## config.mk

```make
export PLATFORM = sky130hd
export DESIGN_NAME = substring_search_case_fold_top
export DESIGN_NICKNAME = d
export VERILOG_FILES = /design/src/rtl/sscf_pkg.sv /design/src/rtl/sscf_cell.sv /design/src/rtl/substring_search_case_fold_top.sv
export SDC_FILE = /design/constraint.sdc
export NUM_CORES = 1
export LEC_CHECK = 0
export BUFFER_PORTS_ARGS = -buffer_cell sky130_fd_sc_hd__buf_4
export CAP_MARGIN = 40
export CORE_ASPECT_RATIO = 1.25
export CORE_UTILIZATION = 55
export CTS_CLUSTER_DIAMETER = 50
export CTS_CLUSTER_SIZE = 20
export DETAILED_ROUTE_END_ITERATION = 16
export PLACE_DENSITY_LB_ADDON = 0.15
export RECOVER_POWER = 100
export REMOVE_ABC_BUFFERS = 1
export SLEW_MARGIN = 10
export SYNTH_ARGS = -nofsm -noshare
export SYNTH_HDL_FRONTEND = slang
export SYNTH_SLANG_ARGS = --single-unit
```

## constraint.sdc

```tcl
create_clock -name clock -period 3.7 [get_ports clock]
set_input_delay 0.185 -clock clock [delete_from_list [all_inputs] [get_ports clock]]
set_output_delay 0.185 -clock clock [all_outputs]
set_load 0.02 [all_outputs]
```

## src/rtl/sscf_pkg.sv

```systemverilog
// ----------------------------------------------------------------------------
// sscf_pkg - shared types and constants for the case-folding substring search
// Command codes, result layout, the cell control bundle and the ASCII fold.
// ----------------------------------------------------------------------------
package sscf_pkg;

   // input command codes (carried on req_tuser)
   localparam logic CMD_PATTERN = 1'b0;
   localparam logic CMD_TEXT    = 1'b1;

   // result field widths
   localparam int START_W    = 24;
   localparam int RSP_DATA_W = 32;

   // ASCII range that folds to lower case
   localparam logic [7:0] UPPER_A    = 8'h41;
   localparam logic [7:0] UPPER_Z    = 8'h5A;
   localparam logic [7:0] FOLD_DELTA = 8'h20;

   // control bundle broadcast from the top level to every cell
   typedef struct packed {
      logic       load;     // write data into the addressed cell
      logic       shift;    // advance the match vector by one text byte
      logic       clear;    // clear the match vector
      logic       fold_en;  // case-insensitive compare
      logic [7:0] data;     // raw byte for pattern load
      logic [7:0] text;     // folded text byte
   } cell_ctl_type;

   function automatic logic [7:0] fold_byte(input logic [7:0] c, input logic en);
      logic [7:0] r;
      r = c;
      if (en && c >= UPPER_A && c <= UPPER_Z) begin
         r = c + FOLD_DELTA;
      end
      return r;
   endfunction

endpackage

```

## src/rtl/sscf_cell.sv

```systemverilog
// ----------------------------------------------------------------------------
// sscf_cell - one pattern position of the shift-and match chain
// Holds one pattern byte and one match bit; takes the match bit of its left
// neighbor each text byte.
// ----------------------------------------------------------------------------
module sscf_cell
   import sscf_pkg::*;
#(
   parameter int INDEX = 0,
   parameter int LEN_W = 6
) (
   input  logic             clock,
   input  logic             reset,
   input  cell_ctl_type     ctl,
   input  logic [LEN_W-1:0] wr_idx,
   input  logic [LEN_W-1:0] pat_len,
   input  logic             match_prev,
   output logic             match,
   output logic             hit
);

   logic [7:0] byte_ff;
   logic       match_ff;
   logic       match_in;
   logic       active;
   logic       eq;
   logic       step;

   assign active = pat_len > LEN_W'(INDEX);
   assign eq     = fold_byte(byte_ff, ctl.fold_en) == ctl.text;
   assign step   = active && match_prev && eq;
   // this cell is the final pattern position
   assign hit    = ctl.shift && step && (pat_len == LEN_W'(INDEX + 1));
   assign match  = match_ff;

   always_comb begin
      match_in = match_ff;
      priority if (ctl.clear) begin
         match_in = 1'b0;
      end else if (ctl.shift) begin
         match_in = step;
      end
   end

   always_ff @(posedge clock) begin
      if (reset) begin
         match_ff <= 1'b0;
      end else begin
         match_ff <= match_in;
      end
   end

   // pattern byte: no reset, only read once written
   always_ff @(posedge clock) begin
      if (ctl.load && wr_idx == LEN_W'(INDEX)) begin
         byte_ff <= ctl.data;
      end
   end

endmodule

```

## src/rtl/substring_search_case_fold_top.sv

```systemverilog
// ----------------------------------------------------------------------------
// substring_search_case_fold_top - leftmost substring search, shift-and
// A chain of match cells, one per pattern byte, finds the first occurrence
// of a loaded pattern in a byte stream, with optional ASCII case folding.
// ----------------------------------------------------------------------------
//
//  channel  dir  handshake              payload
//  req      in   req_tvalid/req_tready  tuser=command, tdata=data_byte, tlast=last
//  rsp      out  rsp_tvalid/rsp_tready  tdata={pattern_error, match_start, found}
//  csr      in   csr_wr_en              csr_wr_data=case_insensitive
//
//  One item per cycle while req_tready is high. Every cell updates its
//  match bit in the cycle the text byte is accepted; the result of a last
//  text byte is registered and shows on rsp the next cycle.
//  Reset (synchronous, active high) clears control state and match bits;
//  pattern bytes are not reset.
//  A waiting result holds rsp; req stays ready while the output register is
//  empty or being drained in the same cycle.
//
module substring_search_case_fold_top
   import sscf_pkg::*;
#(
   parameter int MAX_PATTERN = 32,
   parameter int POS_BITS    = 24
) (
   input  logic                  clock,
   input  logic                  reset,
   // request channel
   input  logic                  req_tvalid,
   output logic                  req_tready,
   input  logic [7:0]            req_tdata,   // [7:0] data_byte
   input  logic                  req_tuser,   // [0] command
   input  logic                  req_tlast,
   // result channel
   output logic                  rsp_tvalid,
   input  logic                  rsp_tready,
   output logic [RSP_DATA_W-1:0] rsp_tdata,   // [0] found, [24:1] match_start,
                                              // [25] pattern_error, rest zero
   // configuration
   input  logic                  csr_wr_en,
   input  logic                  csr_wr_data
);

   localparam int LEN_W = $clog2(MAX_PATTERN + 1);
   localparam int OFF_W = POS_BITS + 1;

   // control registers
   logic                  fold_en_ff;
   logic [LEN_W-1:0]      len_ff, len_in;
   logic                  complete_ff, complete_in;
   logic                  ovf_ff, ovf_in;
   logic [POS_BITS-1:0]   pos_ff, pos_in;
   logic                  found_ff, found_in;
   logic [START_W-1:0]    off_ff, off_in;
   logic                  rsp_valid_ff, rsp_valid_in;
   logic [RSP_DATA_W-1:0] rsp_data_ff, rsp_data_in;

   logic                  accept;
   logic                  is_text;
   logic [LEN_W-1:0]      len_base;
   logic                  room;
   logic [LEN_W-1:0]      wr_idx;
   cell_ctl_type          ctl;
   logic [MAX_PATTERN:0]  chain;    // chain[0] feeds the first cell
   logic [MAX_PATTERN-1:0] hits;
   logic                  any_hit;
   logic [OFF_W-1:0]      off_calc;
   logic [OFF_W+START_W-1:0] off_wide;
   logic                  found_new;
   logic [START_W-1:0]    off_new;
   logic                  res_found;
   logic [START_W-1:0]    res_start;
   logic                  res_err;

   assign req_tready = !rsp_valid_ff || rsp_tready;
   assign accept     = req_tvalid && req_tready;
   assign is_text    = req_tuser == CMD_TEXT;

   // a pattern byte after a completed pattern starts over at position 0
   assign len_base = complete_ff ? '0 : len_ff;
   assign room     = len_base < LEN_W'(MAX_PATTERN);
   assign wr_idx   = len_base;

   always_comb begin
      ctl.load    = accept && !is_text && room;
      ctl.shift   = accept && is_text;
      ctl.clear   = accept && (!is_text || req_tlast);
      ctl.fold_en = fold_en_ff;
      ctl.data    = req_tdata;
      ctl.text    = fold_byte(req_tdata, fold_en_ff);
   end

   // match chain
   assign chain[0] = 1'b1;

   for (genvar j = 0; j < MAX_PATTERN; j++) begin : g_cell
      sscf_cell #(
         .INDEX (j),
         .LEN_W (LEN_W)
      ) u_cell (
         .clock      (clock),
         .reset      (reset),
         .ctl        (ctl),
         .wr_idx     (wr_idx),
         .pat_len    (len_ff),
         .match_prev (chain[j]),
         .match      (chain[j+1]),
         .hit        (hits[j])
      );
   end

   assign any_hit = |hits;

   // start offset = position + 1 - length, kept modulo the result width
   assign off_calc  = {1'b0, pos_ff} + OFF_W'(1) - OFF_W'(len_ff);
   assign off_wide  = (OFF_W + START_W)'(off_calc);
   assign found_new = found_ff || any_hit;
   assign off_new   = found_ff ? off_ff : off_wide[START_W-1:0];

   always_comb begin
      priority if (ovf_ff) begin
         res_found = 1'b0;
         res_start = '0;
         res_err   = 1'b1;
      end else if (len_ff == '0) begin
         res_found = 1'b1;
         res_start = '0;
         res_err   = 1'b0;
      end else begin
         res_found = found_new;
         res_start = found_new ? off_new : '0;
         res_err   = 1'b0;
      end
   end

   always_comb begin
      len_in       = len_ff;
      complete_in  = complete_ff;
      ovf_in       = ovf_ff;
      pos_in       = pos_ff;
      found_in     = found_ff;
      off_in       = off_ff;
      rsp_valid_in = rsp_valid_ff && !rsp_tready;
      rsp_data_in  = rsp_data_ff;
      if (accept) begin
         if (!is_text) begin
            len_in      = room ? LEN_W'(len_base + 1'b1) : len_base;
            ovf_in      = (ovf_ff && !complete_ff) || !room;
            complete_in = req_tlast;
            pos_in      = '0;
            found_in    = 1'b0;
            off_in      = '0;
         end else begin
            complete_in = 1'b1;
            pos_in      = (pos_ff != '1) ? pos_ff + 1'b1 : pos_ff;
            found_in    = found_new;
            off_in      = off_new;
            if (req_tlast) begin
               rsp_valid_in = 1'b1;
               rsp_data_in  = RSP_DATA_W'({res_err, res_start, res_found});
               pos_in       = '0;
               found_in     = 1'b0;
               off_in       = '0;
            end
         end
      end
   end

   always_ff @(posedge clock) begin
      if (reset) begin
         fold_en_ff   <= 1'b0;
         len_ff       <= '0;
         complete_ff  <= 1'b0;
         ovf_ff       <= 1'b0;
         pos_ff       <= '0;
         found_ff     <= 1'b0;
         off_ff       <= '0;
         rsp_valid_ff <= 1'b0;
      end else begin
         if (csr_wr_en) begin
            fold_en_ff <= csr_wr_data;
         end
         len_ff       <= len_in;
         complete_ff  <= complete_in;
         ovf_ff       <= ovf_in;
         pos_ff       <= pos_in;
         found_ff     <= found_in;
         off_ff       <= off_in;
         rsp_valid_ff <= rsp_valid_in;
      end
   end

   always_ff @(posedge clock) begin
      rsp_data_ff <= rsp_data_in;
   end

   assign rsp_tvalid = rsp_valid_ff;
   assign rsp_tdata  = rsp_data_ff;

   // checks
   a_rsp_from_text_end: assert property (@(posedge clock) disable iff (reset)
      $rose(rsp_valid_ff) |-> $past(accept && is_text && req_tlast))
      else $error("result without a last text item");

   a_err_not_found: assert property (@(posedge clock) disable iff (reset)
      rsp_valid_ff && rsp_data_ff[START_W+1] |-> !rsp_data_ff[0] &&
         rsp_data_ff[START_W:1] == '0)
      else $error("pattern error result reports a match");

   a_len_range: assert property (@(posedge clock) disable iff (reset)
      len_ff <= LEN_W'(MAX_PATTERN))
      else $error("pattern length beyond capacity");

   a_ovf_full: assert property (@(posedge clock) disable iff (reset)
      ovf_ff |-> len_ff == LEN_W'(MAX_PATTERN))
      else $error("overflow flag with pattern not full");

   a_found_needs_pattern: assert property (@(posedge clock) disable iff (reset)
      found_ff |-> len_ff != '0)
      else $error("match recorded with empty pattern");

endmodule
```

==> impl_metrics.toml, run 1 <==
[run_status]
status = "complete, but fails checks"
violations = "max-capacitance violations, max-slew violations"

[worst_setup_path]
end_kind = "register"
crit_required_ns = 3.98
crit_fanout = 3
arrival_ns = 3.81
path_class = "register to register"
critPathLaunchType = "register"

[logic_synthesis]
ys.warnings.count = 0
synth_area_mm2 = 0.02092
synthCells = 1977
ys_async_sr_fraction = 0
synth_area_leaders = "edfxtp_1 (40%), xnor2_1 (9.5%), dfxtp_1 (8.6%)"
synth_area_per_cell_um2 = 10.58
ys_ff_latch = 372
synth_top_area_frac = 0.4047
yosysSeqAreaShare = 0.4908
ys.flop_type = "edfxtp_1"
synth_top_area_cell = "edfxtp_1"
synth.distinct_cells = 84
synth_edf_count = 282

[run]
maxCapViolCount = 1

[global_routing]
grt-ovfl-total = 0
antenna_found_initial = 1
grt_pass1_vias = 15900
grt_max_degree = 65
grt_usage = 0.2921
grt_first_pass_wirelength_um = 86550

[power]
ir_drop_mv = 0.4546
total_power_mw = 8.864
switching_share = 0.2517
p_leak_nw = 7.833
powerDensity_mw_per_mm2 = 380.6
clockPowerShare = 0.416
switchingPower_mw = 2.231
p_comb_frac = 0.075
power.internal_mw = 6.633
seqPwrFrac = 0.508

[min_path]
hold_class = "input port to register"

[clock_network]
clk_latency_ns = 0.55
root_buffer = "clkbuf_16"
cts_buffer_depth = 3
cts-buffers-inserted = 36
cts_tree = "built"
cts_num_sinks = 372
clk_pin_slew_worst_paths_ns = 0.07
htreeDepth = 2

[finish]
diodes = 0
syn_to_final_growth_pct = 11.30
nets = 2160
nFillCells = 3092
finalInstanceArea_mm2 = 0.02329
layout-drive-gt1-share = 0.09012

[timing]
setup_viol = 0
fin_worst_skew_ns = 0.01833
rsz0062_at_grt = "false"
finalMaxSlewViolations = 27
fmax_mhz = 283.2
relSlewSlack = -0.01139
worstMarginPinSlew_ns = 1.517
hold_viol = 0
period_share = 0.9544
min_period_ns = 3.531

[detailed_routing]
vias = 15960
drt-pass1-iter-count = 6
wl_per_cell_um = 21.81
via_per_inst = 6.207
post-route-drc-count = 0
drt-initial-drc-count = 1124
antenna_left = 0
wirelength_um = 56080

[place]
portBuffers = 43
gp_congestion = 0.9400
dp_hpwl_um = 38860
place_area_mm2 = 0.02221

[floorplan]
initial_core_util = 0.5600
ioPinCount = 50
die_h_um = 220.1
die_area_mm2 = 0.03883
num_rows = 79
core_mm2 = 0.03736
die_w_um = 176.5
per-stage QoR:
stage | instances | setup TNS [ns] | worst slack, ns | util | hold slack [ns]
finish | 2572 | 0 | 0.1685 | 0.6233 | 0.04227
CTS | 2571 | 0 | 0.06401 | 0.6276 | 0.005913
floorplan | 1895 | -28.20 | -1.118 | - | 0.2541
global route | 2572 | 0 | 0.008562 | 0.6233 | 0.04417
detailed placement | 2501 | 0 | 0.004079 | 0.5945 | 0.4380
global placement | 2499 | 0 | 0.1245 | 0.5941 | 0.4370
Yosys cell counts, types with 31 or more instances:
master    number
a21oi_1       99
and2_1        36
clkbuf_1      51
dfxtp_1       90
edfxtp_1     282
ha_1          83
inv_1         96
nand2_1      118
nand3_1       48
nand4_1       70
nor2_1       166
nor3_1        65
nor4_1        31
o21ai_0       35
xnor2_1      228
xor2_1        60
power by group through the flow:
| stage | Sequential (mW) | Combinational [mW] | Clock, mW |
|---|---|---|---|
| after detailed placement | 4.60 | 0.667 | 0 |
| after global routing | 4.51 | 0.710 | 3.88 |
| after floorplan | 4.61 | 0.315 | 0 |
| after CTS | 4.51 | 0.675 | 3.74 |
| after global placement | 4.60 | 0.656 | 0 |
| final | 4.51 | 0.666 | 3.69 |
placed cells by master, fill, tap and decap left out, drive strengths merged, types with 36 or more instances in the layout:
master and n:
edfxtp 282, nor3 84, xnor2 228, clkbuf 85, nor2 167, nand4 70
ha 83, nand3 48, nand2 118, and2 36, buf 73, dfxtp 90
xor2 60, a21oi 100, inv 107, o21ai 37
registers in the layout, indices dropped and copies added, names as in the netlist:
register,cells
g_cell.u_cell.byte_ff,256
g_cell.u_cell.match,31
rsp_tdata,26
off_ff,24
pos_ff,24
len_ff,6
complete_ff,1
fold_en_ff,1
found_ff,1
ovf_ff,1
rsp_tvalid,1
worst max-delay path, cell delays in order (launching register included):
cell and delay (ns):
dfxtp_1 0.34, inv_1 0.05, ha_1 0.28, inv_1 0.04
ha_1 0.23, fa_1 0.42, a211oi_2 0.25, o21a_1 0.20
o211ai_1 0.12, a31oi_2 0.25, nand2b_1 0.17, o21ai_0 0.15
clkbuf_1 0.17, a211oi_1 0.25, xnor2_1 0.11, mux2i_1 0.18
nor3_2 0.05
layout make-up:
cell class | count | area (um2) | area share
inverters | 98 | 367.9 | 0.01580
clock inverters | 26 | 244.0 | 0.01048
clock buffers | 38 | 929.6 | 0.03992
multi-input cells | 1425 | 9907 | 0.4254
flip-flops and latches | 372 | 10270 | 0.4411
well taps | 486 | 608.1 | 0.02611
repair buffers | 127 | 959.7 | 0.04121
timing repair:
action | CTS | global route
endpoints found under the hold margin | 5 | 0
buffers inserted | 0 | 1
hold buffers | 6 | 0
gates resized for setup | 1 | 7
pin swaps | 1 | 1
endpoints found under the setup margin | 1 | 6
worst paths after layout:
kind                                              from                              endpoint  slack (ns)  cells after the start
hold reg to reg   g_cell[14].u_cell.match$_SDFFE_PP0P_  g_cell[14].u_cell.match$_SDFFE_PP0P_        0.46                      2
hold / removal                                   reset                off_ff[3]$_SDFFE_PP0P_        0.04                      2
setup / recovery                pos_ff[1]$_SDFFE_PP0P_           rsp_tdata[22]$_SDFFCE_PP0P_        0.17                     16
setup reg to reg                pos_ff[1]$_SDFFE_PP0P_           rsp_tdata[22]$_SDFFCE_PP0P_        0.17                     16
kinds of logic (layout without fill, tap and decap cells):
| logic type | after synthesis | count (layout) | synth area share |
|---|---|---|---|
| flops | 372 | 372 | 0.4908 |
| buf+inv | 185 | 289 | 0.03815 |
| compound gates | 357 | 357 | 0.1206 |
| mux | 20 | 20 | 0.009687 |
| simple gates | 670 | 670 | 0.1695 |
| xor+xnor | 288 | 288 | 0.1206 |
| fa+ha+maj | 84 | 84 | 0.05059 |
| other cells | 1 | 6 | 0.0001792 |
per-layer routing:
layer	track usage	vias up	routed length, um
li1	-	7454	-
met1	0.3476	7774	22220
met2	0.5123	552	27680
met3	0.03986	184	3237
met4	0.1529	0	2945
met5	0	-	0
(Power assumes the default switching activity.)
==> run 2: changes to the inputs <==
CTS_BUF_LIST = sky130_fd_sc_hd__clkbuf_2   (was not set)
==> run 2 against run 1 <==
  * The flow still finishes with violations (max-capacitance violations, max-slew violations)
  * Total power fell by 19%
  * Clock skew rose by 0.043 ns
  * Clock power fell by 46%
  * Highest routed layer unchanged
==> impl_metrics.toml, run 2 (synthesized netlist as in run 1, its figures left out) <==
[run_status]
status = "complete, but fails checks"
violations = "max-capacitance violations, max-slew violations"

[clock_network]
root_buffer = "clkbuf_2"
cts_tree = "built"
cts_num_sinks = 372
clk_latency_ns = 0.96
htreeDepth = 2
clk_pin_slew_worst_paths_ns = 0.30
cts_buffer_depth = 3
cts-buffers-inserted = 36

[detailed_routing]
drt-initial-drc-count = 1070
post-route-drc-count = 0
via_per_inst = 6.174
drt-pass1-iter-count = 5
wirelength_um = 56120
antenna_left = 0
wl_per_cell_um = 21.67
vias = 15990

[timing]
fin_worst_skew_ns = 0.06133
rsz0062_at_grt = "false"
fmax_mhz = 285.0
worstMarginPinSlew_ns = 1.509
min_period_ns = 3.508
hold_viol = 0
finalMaxSlewViolations = 27
period_share = 0.9482
relSlewSlack = -0.006080
setup_tns_ns = 0
setup_viol = 0

[finish]
final_common_cell = "edfxtp_1"
largest_reg_flops = 256
nets = 2176
syn_to_final_growth_pct = 8.462
final_cell_mix = "edfxtp_1 (282), xnor2_1 (228), nor2_1 (166)"
layout-drive-gt1-share = 0.08801
top_register = "g_cell.u_cell.byte_ff"

[power]
switching_share = 0.2831
total_power_mw = 7.188
p_comb_frac = 0.094
powerDensity_mw_per_mm2 = 316.7
seqPwrFrac = 0.628
p_leak_nw = 7.611
switchingPower_mw = 2.035
clockPowerShare = 0.278
power.internal_mw = 5.153
ir_drop_mv = 0.2757

[worst_setup_path]
crit_fanout = 3
path_class = "register to register"
end_kind = "register"
arrival_ns = 4.21
crit_required_ns = 4.40
critPathLaunchType = "register"

[run]
maxCapViolCount = 1

[place]
dp_hpwl_um = 38860
gp_congestion = 0.9400
portBuffers = 43

[global_routing]
grt_max_degree = 65
grt_usage = 0.2919
grt-ovfl-total = 0
grt_pass1_vias = 15900
grt_first_pass_wirelength_um = 86510
antenna_found_initial = 2

[min_path]
hold_class = "input port to register"

[floorplan]
die_w_um = 176.5
ioPinCount = 50
die_h_um = 220.1
core_mm2 = 0.03736
initial_core_util = 0.5600
die_area_mm2 = 0.03883
num_rows = 79
==> run 2: changes by cell type in the layout (fill, tap and decap cells not counted), sizes merged <==
cell	before	now
dlygate4sd3	6	22
clkbuf	85	83
buf	73	75
diode	0	2
==> run 2: final cells by class <==
class                   count  area (um2)
diodes                      2       5.005
clock buffers              38       190.2
clock inverters            26       244.0
fillers                  3186       14670
inverters                  98       367.9
multi-input cells        1425        9884
flip-flops and latches    372       10270
well taps                 486       608.1
repair buffers            143        1124
==> run 2: power groups by stage <==
stage	clock network [mW]	logic, mW	registers [mW]
3_3_place_gp	0	0.656	4.60
6_report	1.99	0.678	4.52
3_5_place_dp	0	0.667	4.60
4_1_cts	2.04	0.689	4.51
2_1_floorplan	0	0.315	4.61
5_1_grt	2.18	0.724	4.52
==> run 2: critical path, stage by stage, from the launching register on <==
cell and delay (ns):
dfxtp_1 0.40, inv_1 0.05, ha_1 0.28, inv_1 0.04
ha_1 0.23, fa_1 0.42, a211oi_2 0.24, o21a_1 0.20
o211ai_1 0.12, a31oi_2 0.24, nand2b_1 0.17, o21ai_1 0.11
buf_4 0.16, a211oi_1 0.24, xnor2_1 0.13, mux2i_1 0.19
nor3_2 0.06
==> run 2: repair_timing <==
| action | CTS | global route |
|---|---|---|
| gates cloned | 0 | 0 |
| hold endpoints to repair | 361 | 0 |
| gates resized for setup | 2 | 9 |
| pin swaps | 1 | 2 |
| endpoints found under the setup margin | 2 | 7 |
| hold buffers | 22 | 0 |
| buffers inserted | 0 | 1 |
==> run 2: worst paths after layout <==
kind         slack, ns                                   end                            startpoint  depth (start not counted)
max               0.19           rsp_tdata[22]$_SDFFCE_PP0P_                pos_ff[1]$_SDFFE_PP0P_                         16
min               0.16                off_ff[3]$_SDFFE_PP0P_                                 reset                          3
max reg2reg       0.19           rsp_tdata[22]$_SDFFCE_PP0P_                pos_ff[1]$_SDFFE_PP0P_                         16
min reg2reg       0.48  g_cell[30].u_cell.match$_SDFFE_PP0P_  g_cell[30].u_cell.match$_SDFFE_PP0P_                          2
==> run 2: metrics by stage <==
stage / hold WS (ns) / utilization / area, um2 / setup WS [ns] / std cells
6_report: 0.1575 / 0.6074 / 22690 / 0.1916 / 2590
5_1_grt: 0.1170 / 0.6073 / 22690 / 0.007926 / 2589
4_1_cts: 0.02655 / 0.6122 / 22870 / 0.003233 / 2587
3_5_place_dp: 0.4380 / 0.5945 / 22210 / 0.004079 / 2501
3_3_place_gp: 0.4370 / 0.5941 / 22200 / 0.1245 / 2499
2_1_floorplan: 0.2541 / - / 20510 / -1.118 / 1895
==> run 2: routing by layer <==
layer | part of all wire | vias to the layer above | GRT usage
met5 | 0 | - | 0
met4 | 0.054 | 0 | 0.1621
met3 | 0.057 | 179 | 0.03813
met2 | 0.50 | 570 | 0.5109
met1 | 0.39 | 7760 | 0.3459
li1 | - | 7481 | -
